**src/hdl/crcfd_pkg.sv**
```systemverilog
// Shared constants, types and the byte-wide CRC update of the frame deframer.
package crcfd_pkg;

	// Sync pair that opens every frame.
	localparam logic [7:0] SYNC_FIRST = 8'h55;
	localparam logic [7:0] SYNC_SECOND = 8'hAA;

	// Reflected CRC-16 polynomial and bit steps taken per byte.
	localparam logic [15:0] CRC_POLY = 16'h8408;
	localparam int CRC_BITS = 8;

	// Reset value of the payload length limit.
	localparam logic [15:0] MAX_LEN_RESET = 16'd1024;

	// Configuration port geometry and register index.
	localparam int ADDR_W = 3;
	localparam int DATA_W = 32;
	localparam logic REG_MAX_LEN = 1'b0;

	// Queue between front and back.
	localparam int QDEPTH = 4;
	localparam int QPTR_W = $clog2(QDEPTH);
	localparam int QCNT_W = $clog2(QDEPTH + 1);

	// Frame status codes.
	localparam logic [1:0] ST_GOOD = 2'd0;
	localparam logic [1:0] ST_CRC_BAD = 2'd1;
	localparam logic [1:0] ST_TOO_LONG = 2'd2;

	// Operations that the front hands to the back.
	typedef enum logic [2:0] {
		OP_SYNC = 3'd0,
		OP_FEED = 3'd1,
		OP_DATA = 3'd2,
		OP_ABORT = 3'd3,
		OP_CRC_LO = 3'd4,
		OP_CHECK = 3'd5
	} op_t;

	// One classified byte with the frame header it belongs to.
	typedef struct packed {
		op_t op;
		logic [7:0] rx_val;
		logic [7:0] command;
		logic [15:0] length;
	} rec_t;

	// One byte through the reflected CRC, eight bit steps unrolled.
	function automatic logic [15:0] crc_feed(logic [15:0] crc, logic [7:0] b);
		logic [15:0] c;
		c = crc ^ {8'h00, b};
		for (int k = 0; k < CRC_BITS; k++) begin
			c = c[0] ? ((c >> 1) ^ CRC_POLY) : (c >> 1);
		end
		return c;
	endfunction

	// CRC after the sync pair, seen from a zero start.
	localparam logic [15:0] CRC_AFTER_SYNC = crc_feed(crc_feed(16'h0000, SYNC_FIRST), SYNC_SECOND);

endpackage

```
**src/hdl/crc_frame_deframer_core.sv**
```systemverilog
// Top level of the frame deframer: config register, front, queue and back.
// A payload or closing result reaches the result ports through the queue and the result
// register, and can wait in the queue while the result register is full.
// Throughput: one byte per cycle while the queue has room; the four-entry queue decouples
// parsing from result pops, and a stalled reader backs up once the queue holds four records.
// Reset (arst_n low, asynchronous): hunting for sync, queue and result empty, CRC zero.
// The length limit resets to 1024.
module crc_frame_deframer_core import crcfd_pkg::*; (
	input  logic              clk,
	input  logic              arst_n,
	input  logic              push,
	output logic              full,
	input  logic [7:0]        rx_byte,
	output logic              empty,
	input  logic              pop,
	output logic [7:0]        data,
	output logic [7:0]        frame_command,
	output logic [15:0]       frame_length,
	output logic [1:0]        status,
	output logic              frame_end,
	input  logic              psel,
	input  logic              penable,
	input  logic              pwrite,
	input  logic [ADDR_W-1:0] paddr,
	input  logic [DATA_W-1:0] pwdata,
	output logic [DATA_W-1:0] prdata,
	output logic              pready
);

	logic [15:0] max_len_q;
	logic        cfg_wr;
	logic        f_wr;
	rec_t        f_rec;
	logic        q_valid;
	rec_t        q_rec;
	logic        q_take;
	logic        out_valid;

	// Configuration register.
	assign pready = 1'b1;
	assign cfg_wr = psel && penable && pwrite && pready;

	always_ff @(posedge clk or negedge arst_n) begin
		if (!arst_n) begin
			max_len_q <= MAX_LEN_RESET;
		end else if (cfg_wr && (paddr[ADDR_W-1] == REG_MAX_LEN)) begin
			max_len_q <= pwdata[15:0];
		end
	end

	assign prdata = (paddr[ADDR_W-1] == REG_MAX_LEN) ? {16'h0000, max_len_q} : '0;

	// Front: parse and classify.
	crcfd_front u_front (
		.clk     (clk),
		.arst_n  (arst_n),
		.push    (push),
		.rx_byte (rx_byte),
		.max_len (max_len_q),
		.q_full  (full),
		.q_wr    (f_wr),
		.q_rec   (f_rec)
	);

	// Queue between the two sides.
	crcfd_queue u_queue (
		.clk    (clk),
		.arst_n (arst_n),
		.wr     (f_wr),
		.wr_rec (f_rec),
		.full   (full),
		.rd     (q_take),
		.valid  (q_valid),
		.rd_rec (q_rec)
	);

	// Back: CRC and results.
	crcfd_back u_back (
		.clk           (clk),
		.arst_n        (arst_n),
		.q_valid       (q_valid),
		.q_rec         (q_rec),
		.q_take        (q_take),
		.pop           (pop),
		.out_valid     (out_valid),
		.data          (data),
		.frame_command (frame_command),
		.frame_length  (frame_length),
		.status        (status),
		.frame_end     (frame_end)
	);

	assign empty = !out_valid;

endmodule

```
**src/hdl/crcfd_front.sv**
```systemverilog
// Front part: sync hunt, header parsing, length check and byte classification.
module crcfd_front import crcfd_pkg::*; (
	input  logic        clk,
	input  logic        arst_n,
	input  logic        push,
	input  logic [7:0]  rx_byte,
	input  logic [15:0] max_len,
	input  logic        q_full,
	output logic        q_wr,
	output rec_t        q_rec
);

	typedef enum logic [7:0] {
		PH_HUNT1   = 8'b0000_0001,
		PH_HUNT2   = 8'b0000_0010,
		PH_CMD     = 8'b0000_0100,
		PH_LEN_LO  = 8'b0000_1000,
		PH_LEN_HI  = 8'b0001_0000,
		PH_PAYLOAD = 8'b0010_0000,
		PH_CRC_LO  = 8'b0100_0000,
		PH_CRC_HI  = 8'b1000_0000
	} phase_t;

	phase_t      phase_q, phase_d;
	logic [7:0]  cmd_q;
	logic [7:0]  len_lo_q;
	logic [15:0] len_q;
	logic [15:0] left_q;
	logic        accept;
	logic [15:0] new_len;
	logic        too_long;

	assign accept = push && !q_full;
	assign new_len = {rx_byte, len_lo_q};
	assign too_long = new_len > max_len;

	// Classify the accepted beat and choose the next phase.
	always_comb begin
		phase_d = phase_q;
		q_wr = 1'b0;
		q_rec.op = OP_FEED;
		q_rec.rx_val = rx_byte;
		q_rec.command = cmd_q;
		q_rec.length = len_q;
		case (phase_q)
			PH_HUNT1: begin
				if (rx_byte == SYNC_FIRST) phase_d = PH_HUNT2;
			end
			PH_HUNT2: begin
				if (rx_byte == SYNC_SECOND) begin
					q_wr = accept;
					q_rec.op = OP_SYNC;
					phase_d = PH_CMD;
				end else if (rx_byte != SYNC_FIRST) begin
					phase_d = PH_HUNT1;
				end
			end
			PH_CMD: begin
				q_wr = accept;
				phase_d = PH_LEN_LO;
			end
			PH_LEN_LO: begin
				q_wr = accept;
				phase_d = PH_LEN_HI;
			end
			PH_LEN_HI: begin
				q_wr = accept;
				q_rec.length = new_len;
				if (too_long) begin
					q_rec.op = OP_ABORT;
					phase_d = PH_HUNT1;
				end else if (new_len == 16'd0) begin
					phase_d = PH_CRC_LO;
				end else begin
					phase_d = PH_PAYLOAD;
				end
			end
			PH_PAYLOAD: begin
				q_wr = accept;
				q_rec.op = OP_DATA;
				if (left_q == 16'd1) phase_d = PH_CRC_LO;
			end
			PH_CRC_LO: begin
				q_wr = accept;
				q_rec.op = OP_CRC_LO;
				phase_d = PH_CRC_HI;
			end
			PH_CRC_HI: begin
				q_wr = accept;
				q_rec.op = OP_CHECK;
				phase_d = PH_HUNT1;
			end
			default: begin
				phase_d = PH_HUNT1;
			end
		endcase
	end

	// Phase register advances only on an accepted beat.
	always_ff @(posedge clk or negedge arst_n) begin
		if (!arst_n) begin
			phase_q <= PH_HUNT1;
		end else if (accept) begin
			phase_q <= phase_d;
		end
	end

	// Header fields and the payload countdown.
	always_ff @(posedge clk or negedge arst_n) begin
		if (!arst_n) begin
			cmd_q <= 8'h00;
			len_lo_q <= 8'h00;
			len_q <= 16'h0000;
			left_q <= 16'h0000;
		end else if (accept) begin
			if (phase_q == PH_CMD) cmd_q <= rx_byte;
			if (phase_q == PH_LEN_LO) begin
				len_lo_q <= rx_byte;
				len_q <= {8'h00, rx_byte};
			end
			if (phase_q == PH_LEN_HI) begin
				len_q <= new_len;
				left_q <= new_len;
			end
			if (phase_q == PH_PAYLOAD) left_q <= left_q - 16'd1;
		end
	end

endmodule

```
**src/hdl/crcfd_queue.sv**
```systemverilog
// Short queue of classified beats between the front and the back.
module crcfd_queue import crcfd_pkg::*; (
	input  logic clk,
	input  logic arst_n,
	input  logic wr,
	input  rec_t wr_rec,
	output logic full,
	input  logic rd,
	output logic valid,
	output rec_t rd_rec
);

	rec_t              mem_q [QDEPTH];
	logic [QPTR_W-1:0] wr_ptr_q;
	logic [QPTR_W-1:0] rd_ptr_q;
	logic [QCNT_W-1:0] count_q;
	logic              do_wr;
	logic              do_rd;

	assign full = count_q == QCNT_W'(QDEPTH);
	assign valid = count_q != '0;
	assign rd_rec = mem_q[rd_ptr_q];
	assign do_wr = wr && !full;
	assign do_rd = rd && valid;

	// Storage is written at the tail.
	always_ff @(posedge clk) begin
		if (do_wr) mem_q[wr_ptr_q] <= wr_rec;
	end

	// Pointers and fill count.
	always_ff @(posedge clk or negedge arst_n) begin
		if (!arst_n) begin
			wr_ptr_q <= '0;
			rd_ptr_q <= '0;
			count_q <= '0;
		end else begin
			if (do_wr) wr_ptr_q <= wr_ptr_q + QPTR_W'(1);
			if (do_rd) rd_ptr_q <= rd_ptr_q + QPTR_W'(1);
			if (do_wr && !do_rd) count_q <= count_q + QCNT_W'(1);
			else if (do_rd && !do_wr) count_q <= count_q - QCNT_W'(1);
		end
	end

	// The fill count stays within the depth.
	a_count_bound: assert property (@(posedge clk) disable iff (!arst_n)
		count_q <= QCNT_W'(QDEPTH))
		else $error("queue count beyond depth");

	// A lone write grows the count by one.
	a_count_up: assert property (@(posedge clk) disable iff (!arst_n)
		do_wr && !do_rd |=> count_q == $past(count_q) + QCNT_W'(1))
		else $error("queue count did not grow on write");

	// A lone read shrinks the count by one.
	a_count_down: assert property (@(posedge clk) disable iff (!arst_n)
		do_rd && !do_wr |=> count_q == $past(count_q) - QCNT_W'(1))
		else $error("queue count did not shrink on read");

endmodule

```
**src/hdl/crcfd_back.sv**
```systemverilog
// Back part: CRC accumulation, frame check and the result register.
module crcfd_back import crcfd_pkg::*; (
	input  logic        clk,
	input  logic        arst_n,
	input  logic        q_valid,
	input  rec_t        q_rec,
	output logic        q_take,
	input  logic        pop,
	output logic        out_valid,
	output logic [7:0]  data,
	output logic [7:0]  frame_command,
	output logic [15:0] frame_length,
	output logic [1:0]  status,
	output logic        frame_end
);

	logic        out_valid_q;
	logic [7:0]  data_q;
	logic [7:0]  cmd_q;
	logic [15:0] len_q;
	logic [1:0]  status_q;
	logic        end_q;
	logic [15:0] crc_q;
	logic [7:0]  crc_lo_q;
	logic        emits;
	logic [15:0] crc_next;
	logic [1:0]  check_status;

	assign q_take = q_valid && (!out_valid_q || pop);
	assign emits = (q_rec.op == OP_DATA) || (q_rec.op == OP_ABORT) || (q_rec.op == OP_CHECK);
	assign crc_next = crc_feed(crc_q, q_rec.rx_val);
	assign check_status = ({q_rec.rx_val, crc_lo_q} == crc_q) ? ST_GOOD : ST_CRC_BAD;

	// Running CRC and the held low CRC byte.
	always_ff @(posedge clk or negedge arst_n) begin
		if (!arst_n) begin
			crc_q <= 16'h0000;
			crc_lo_q <= 8'h00;
		end else if (q_take) begin
			case (q_rec.op)
				OP_SYNC: crc_q <= CRC_AFTER_SYNC;
				OP_FEED, OP_DATA, OP_ABORT: crc_q <= crc_next;
				OP_CRC_LO: crc_lo_q <= q_rec.rx_val;
				default: ;
			endcase
		end
	end

	// Result register valid flag.
	always_ff @(posedge clk or negedge arst_n) begin
		if (!arst_n) begin
			out_valid_q <= 1'b0;
		end else if (q_take && emits) begin
			out_valid_q <= 1'b1;
		end else if (pop) begin
			out_valid_q <= 1'b0;
		end
	end

	// Result payload loads when a result beat is formed.
	always_ff @(posedge clk) begin
		if (q_take && emits) begin
			cmd_q <= q_rec.command;
			len_q <= q_rec.length;
			case (q_rec.op)
				OP_DATA: begin
					data_q <= q_rec.rx_val;
					status_q <= ST_GOOD;
					end_q <= 1'b0;
				end
				OP_ABORT: begin
					data_q <= 8'h00;
					status_q <= ST_TOO_LONG;
					end_q <= 1'b1;
				end
				default: begin
					data_q <= 8'h00;
					status_q <= check_status;
					end_q <= 1'b1;
				end
			endcase
		end
	end

	assign out_valid = out_valid_q;
	assign data = data_q;
	assign frame_command = cmd_q;
	assign frame_length = len_q;
	assign status = status_q;
	assign frame_end = end_q;

	// A waiting result is never overwritten before it is popped.
	a_no_overwrite: assert property (@(posedge clk) disable iff (!arst_n)
		out_valid_q && !pop |=> out_valid_q && $stable(data_q) && $stable(status_q))
		else $error("result overwritten while waiting");

	// Payload beats always carry good status.
	a_payload_status: assert property (@(posedge clk) disable iff (!arst_n)
		out_valid_q && !end_q |-> status_q == ST_GOOD)
		else $error("payload beat with nonzero status");

	// Closing beats carry zero data.
	a_end_data: assert property (@(posedge clk) disable iff (!arst_n)
		out_valid_q && end_q |-> data_q == 8'h00)
		else $error("closing beat with nonzero data");

endmodule
```
**config.mk**
```make
export PLATFORM = sky130hd
export DESIGN_NAME = crc_frame_deframer_core
export DESIGN_NICKNAME = d
export VERILOG_FILES = /design/src/hdl/crcfd_pkg.sv /design/src/hdl/crc_frame_deframer_core.sv /design/src/hdl/crcfd_front.sv /design/src/hdl/crcfd_queue.sv /design/src/hdl/crcfd_back.sv
export SDC_FILE = /design/constraint.sdc
export NUM_CORES = 1
export LEC_CHECK = 0
export ABC_AREA = 1
export BUFFER_PORTS_ARGS = -buffer_cell sky130_fd_sc_hd__buf_2
export CAP_MARGIN = 10
export CORE_MARGIN = 5
export CORE_UTILIZATION = 59
export CTS_BUF_LIST = sky130_fd_sc_hd__clkbuf_16
export DETAILED_ROUTE_END_ITERATION = 7
export HOLD_SLACK_MARGIN = 0.12
export MAX_ROUTING_LAYER = met4
export PLACE_DENSITY = 0.79
export SYNTH_ARGS = -nofsm -noshare
export SYNTH_HDL_FRONTEND = slang
export SYNTH_HIERARCHICAL = 1
export SYNTH_SLANG_ARGS = --single-unit
```
**constraint.sdc**
```tcl
create_clock -name clk -period 3.9 [get_ports clk]
set_input_delay 0.39 -clock clk [delete_from_list [all_inputs] [get_ports clk]]
set_output_delay 0.39 -clock clk [all_outputs]
set_load 0.02 [all_outputs]
```
# Word-level counts from Yosys, hierarchy flattened
# Memory sizes are Yosys's and may differ from the RTL's.
# Index checks and enable logic that the tools add are counted.
# totals
memories	1
ff_bits	139
ram_bits	140
# mem_list
name	depth	word_bits	rd	rd_ports_with_merged_regs	wr	line_no	text
u_queue.mem_q	4	35	1	0	1	crcfd_queue.sv:13	rec_t mem_q [QDEPTH];
# op_classes
eq_ne	22
n_bitwise	10
n_mux	36
n_lt_le_gt_ge	1
n_reduce_logical	34
n_addsub	5
# ops
operator	count
16-bit two-way mux	14
8-bit one-hot mux with 7 select lines	1
8-bit two-way mux	5
16-bit one-hot mux with 2 select lines	1
2-bit NOT with 3-bit output	8
16-bit by 1-bit == test with 1-bit output (second input constant)	1
16-bit == test	1
8-bit by 7-bit == test with 1-bit output (second input constant)	2
8-bit == test (second input constant)	2
16-bit greater-than comparator	1
16-bit logical NOT	1
16-bit by 1-bit subtractor with 16-bit output (second input constant)	1
16-bit by 8-bit XOR with 16-bit output	1
3-bit one-hot mux with 5 select lines	1
2-bit AND reduction	6
1-bit logical AND	10
2-bit nonzero test	5
3-bit == test (second input constant)	3
8-bit by 1-bit == test with 1-bit output (second input constant)	1
8-bit by 2-bit == test with 1-bit output (second input constant)	1
8-bit by 3-bit == test with 1-bit output (second input constant)	1
8-bit by 4-bit == test with 1-bit output (second input constant)	1
8-bit by 5-bit == test with 1-bit output (second input constant)	1
8-bit by 6-bit == test with 1-bit output (second input constant)	1
other kinds (22)	38

# Longest topological paths before layout
# An unclocked memory read counts as a cell.
# depth
word_depth	19
ltp_mapped	18
depth_no_buf	18

# Cells and area by module
# The synthesis kept the hierarchy.
# by_module_without_submodules
module	area_each_um2	seq_area_each_um2	n_inst	cells_each
crcfd_queue	6309.8	4379.2	1	468
crcfd_front	3716.1	1402.6	1	486
crcfd_back	2886.5	1676.6	1	325
crc_frame_deframer_core	943.4	401.6	1	126

# Least setup slack after synthesis
# No wires, ideal clock.
# synth_path
path_type	register -> register
startpoint	register u_queue.count_q[0]
endpoint	memory u_queue/mem_q[0][0] (netlist name), enable pin
required_ns	3.473
path_buffers	0
path_stages_with_launch	9
slack_ns	0.547
synth_period_minus_slack_ns	3.353
arrival_time_ns	2.926
cell_sequence	dfrtp_1 > inv_2 > nand3_1 > inv_1 > nor2_8 > inv_2 > a21oi_1 > nand2_1 > nor2_1
# synth_between
elab_chain_len	8
# synth_lines
item	line_no	text
start: declaration	crcfd_queue.sv:16	logic [QCNT_W-1:0] count_q;
start signal: assignment	crcfd_queue.sv:40	if (do_wr && !do_rd) count_q <= count_q + QCNT_W'(1);
start signal: assignment	crcfd_queue.sv:41	else if (do_rd && !do_wr) count_q <= count_q - QCNT_W'(1);
3-bit == test (*)	crcfd_queue.sv:20	assign full = count_q == QCNT_W'(QDEPTH);
via full	crc_frame_deframer_core.sv:12	output logic full,
1-bit logical NOT (*)	crcfd_front.sv:33	assign accept = push && !q_full;
1-bit logical AND (*)	crcfd_front.sv:33	
1-bit two-way mux	crcfd_front.sv:50	if (rx_byte == SYNC_SECOND) begin
1-bit one-hot mux with 2 select lines (*)	crcfd_front.sv:45	case (phase_q)
via f_wr	crc_frame_deframer_core.sv:32	logic f_wr;
1-bit logical AND (*)	crcfd_queue.sv:23	assign do_wr = wr && !full;
1-bit two-way mux (*)	crcfd_queue.sv:28	if (do_wr) mem_q[wr_ptr_q] <= wr_rec;
1-bit two-way mux (implied by the code) (*)	crcfd_queue.sv:28	
end: declaration	crcfd_queue.sv:13	
# Mark *: on every way through the listed nets, which the timed path passes. The rest lies on a longest branch.

# Worst setup path in the final report
# layout_path
startpoint	register u_front.phase_q[5]
endpoint	register u_queue.count_q[2]
# layout_between
elab_chain_len	7
# layout_lines
item	line_no	text
start: declaration	crcfd_front.sv:24	phase_t phase_q, phase_d;
start signal: assignment	crcfd_front.sv:104	phase_q <= phase_d;
8-bit == test (tied with other cells)	crcfd_front.sv:45	
6-bit OR reduction (no line)	--	
1-bit one-hot mux with 2 select lines (*)	crcfd_front.sv:45	
via f_wr	crc_frame_deframer_core.sv:32	
1-bit logical AND (*)	crcfd_queue.sv:23	
via u_queue.do_wr	crcfd_queue.sv:17	logic do_wr;
1-bit logical NOT	crcfd_queue.sv:41	
1-bit logical AND	crcfd_queue.sv:41	
2-bit nonzero test (no line)	--	
# Marked as above.
# A chain may end at the register's enable or synchronous reset.

==> key figures <==
Routing
  • Post-DRT Antenna Nets: 0
  • Met2 WL: about 14 mm
  • Vias: slightly below 10000
  • DRC viols: 1
  • Met3 routed WL: between 1.5 and 2 mm
  • DR pass1 iterations: 8
  • Top Metal Used: met4
  • Starting DRT DRC Count: ~800
  • DRT Wirelength: about 29 mm
  • Vias per cell: ~5.3
  • WL met1: around 12 mm
  • Avg WL per Cell: about 16 µm

Synth
  • Most numerous cell in the Yosys netlist: nand2_1
  • Post-Syn Area: roughly 0.014 mm²
  • Synth cell types: between 40 and 50
  • Number of synthesis warnings: 6
  • Synth top area share: a little under two fifths
  • Prevailing post-synth register cell: edfxtp_1
  • Most frequent cells after synthesis: nand2_1 (412), inv_1 (202), edfxtp_1 (175), dfrtp_1 (102), o21ai_0 (85)
  • Post-synth EDFFs: 175
  • Synth area leaders: edfxtp_1 (38%), dfrtp_1 (18%), nand2_1 (11%)
  • Sequential-to-total area share from yosys stat: a little under three fifths
  • Yosys reg bits: 279
  • Largest area contributor in the netlist: edfxtp_1
  • Async SR Flop Fraction: around 37%
  • Syn_area_per_cell: between 9 and 10 µm²
  • Post-Syn Instances: 1405

Clocking
  • CTS tree: built
  • Post-CTS Setup Inserts: 0
  • Skew-Pair Late Insertion Delay: about 0.55 ns
  • CTS root buf: clkbuf_16
  • Clock transition at the registers of the reported paths: 0.06 ns
  • Total CTS buffers: 30
  • Post-cts resize count: 0
  • Clock Sinks: 279
  • Clock Path Buffers: 3
  • H-tree depth: 1
  • Hold buffers post-CTS: 18

STA
  • Setup Skew: approximately 0.012 ns
  • RSZ-0062 raised after global routing: no
  • Slew HR: ~29%
  • PnR worst setup slack: roughly 0.6 ns
  • Final hold violations: 0
  • Slew of the pin with the lowest slew margin: roughly 1.1 ns
  • Period Utilization, post-route: a little over four fifths
  • Fmax: a little over 300 MHz
  • Final setup violating endpoints: 0
  • Setup TNS: 0 ns
  • Final critical-path required period: roughly 3.3 ns
  • Fin. max-slew vios: 0

Critical path
  • Required @ worst endpoint: 4.34 ns
  • R2R cell count: 16
  • RR Endpoint: u_queue/count_q[2]
  • Worst R2R Start: u_front/phase_q[5]
  • Crit path kind: reg -> reg
  • Nature of the critical path startpoint: register
  • Worst R2R Setup Slack: ~0.6 ns
  • CP max FO: 7
  • Arr. time, crit path: ~3.8 ns
  • Element type at the critical path end: register

Floorplan
  • Die area: about 0.027 mm²
  • Site Rows: 56
  • Starting Density: around three fifths
  • I/O pins: 120
  • Placeable Area: about 0.023 mm²
  • Die height: between 150 and 200 µm
  • Die Wd: 163 µm

Min path
  • Hold Path End: u_queue/mem_q[0][27]
  • Hold Crit Class: in -> reg
  • Depth of the worst hold-timing path: 1
  • Hold path start: rx_byte[3]

Place
  • Pre-CTS setup slack: roughly 0.64 ns
  • Gpl congestion: ~0.89
  • Port-buffer cells: 84
  • Detailed placement HPWL: 18.7 mm

Status
  • Status: finished with violations
  • Violated checks: design-rule violations

Global route
  • Total GRT Usage: 22.7%
  • Vias in the first global route: ~9800
  • Largest net degree at the start of global routing: 89
  • Initial antenna violation count: 1
  • Grt ovf: 0
  • First-pass GRT wire length: about 48 mm

Power
  • PD cells: 735 mW/mm²
  • Leakage: slightly above 7 nW
  • Total chip power: around 11 mW
  • Maximum VDD drop: around 0.00037 V

Layout
  • Filler cell count: 1700
  • Final-stage net count: 1572
  • Area Growth Syn to Fin: 12.7%
  • Share of cells above drive strength 1: 17.4%

Run
  • MaxCap Viol Count: 0
-- cells by family after synthesis --
family	share of synthesized area, %
other	0.0542
and+or+nand+nor	18.6
xor gates and xnor gates	1.01
DFF	56.7
AOI/OAI and AO/OA	11.7
buffers and inverters	9.61
adders and majority gates	2.22
-- layout make-up --
type / instances / area [µm²] / share of cell area [%]
multi-input combinational: 861 / 4760 / 30.5
antenna: 2 / 5.00 / 0.0320
sequential: 279 / 7860 / 50.3
timing repair buffer: 113 / 686 / 4.39
clock buffer: 30 / 751 / 4.81
tap: 319 / 399 / 2.56
inverter: 213 / 815 / 5.22
clock inverter: 25 / 344 / 2.20
-- critical path: stages (launching register included) --
cell and delay [ns]:
dfrtp_1 0.42, nor2_1 0.22, nand2_1 0.19, nor2_1 0.22, inv_1 0.10, nor2_1 0.15, nor2_1 0.06, a21oi_1 0.32
nand2_1 0.37, inv_1 0.17, ha_1 0.21, inv_1 0.08, fa_1 0.39, nand2_1 0.11, nand3_1 0.09, nand2_1 0.06
nand2_1 0.04
-- flip-flops by register name (all words and copies together) (netlist names), 16 cells and up --
| register | cells |
|---|---|
| u_back/frame_length | 16 |
| u_queue/mem_q | 140 |
| max_len_q | 16 |
| u_back/crc_q | 16 |
| u_front/left_q | 16 |
| u_front/len_q | 16 |
-- per-layer routing --
layer,track usage (%),vias up
met5,-,-
met4,6.33,0
met3,3.36,62
met2,38.4,328
met1,28.9,4657
li1,-,4756
-- worst max path at each step --
stage	from	to	depth (start not counted)	slack, ns
finish	u_front/phase_q[5]	u_queue/count_q[2]	16	0.59
global route	u_front/phase_q[5]	u_queue/count_q[2]	16	0.34
CTS	u_front/phase_q[3]	u_queue/count_q[2]	16	0.59
detailed placement	rx_byte[6]	u_queue/count_q[2]	16	0.64
global placement	rx_byte[6]	u_queue/count_q[2]	16	0.78
floorplan	u_queue/count_q[0]	u_queue/mem_q[0][0]	8	0.55
-- cell usage in the layout, fill, tap and decap left out, drive strengths merged, types with 23 or more instances in the layout --
cell type	n
inv	214
nand3	65
nor2	92
buf	95
clkbuf	30
o211ai	71
nand2	421
dfrtp	102
edfxtp	175
o21ai	96
ha	23
-- where the power goes --
| part | switching [mW] | internal (mW) |
|---|---|---|
| clock | 1.15 | 1.93 |
| combinational | 2.86 | 1.28 |
| sequential | 0.333 | 3.92 |
| total | 4.34 | 7.13 |
-- stage by stage --
stage,instances,cell area (µm²),hold WS (ns),utilization (%)
floorplan,1420,13900,0.0944,-
global placement,1767,14300,0.467,61.5
detailed placement,1767,14300,0.486,61.5
CTS,1840,15600,0.124,66.9
global route,1841,15600,0.137,66.9
finish,1842,15600,0.137,66.9
(Power assumes the default switching activity.)
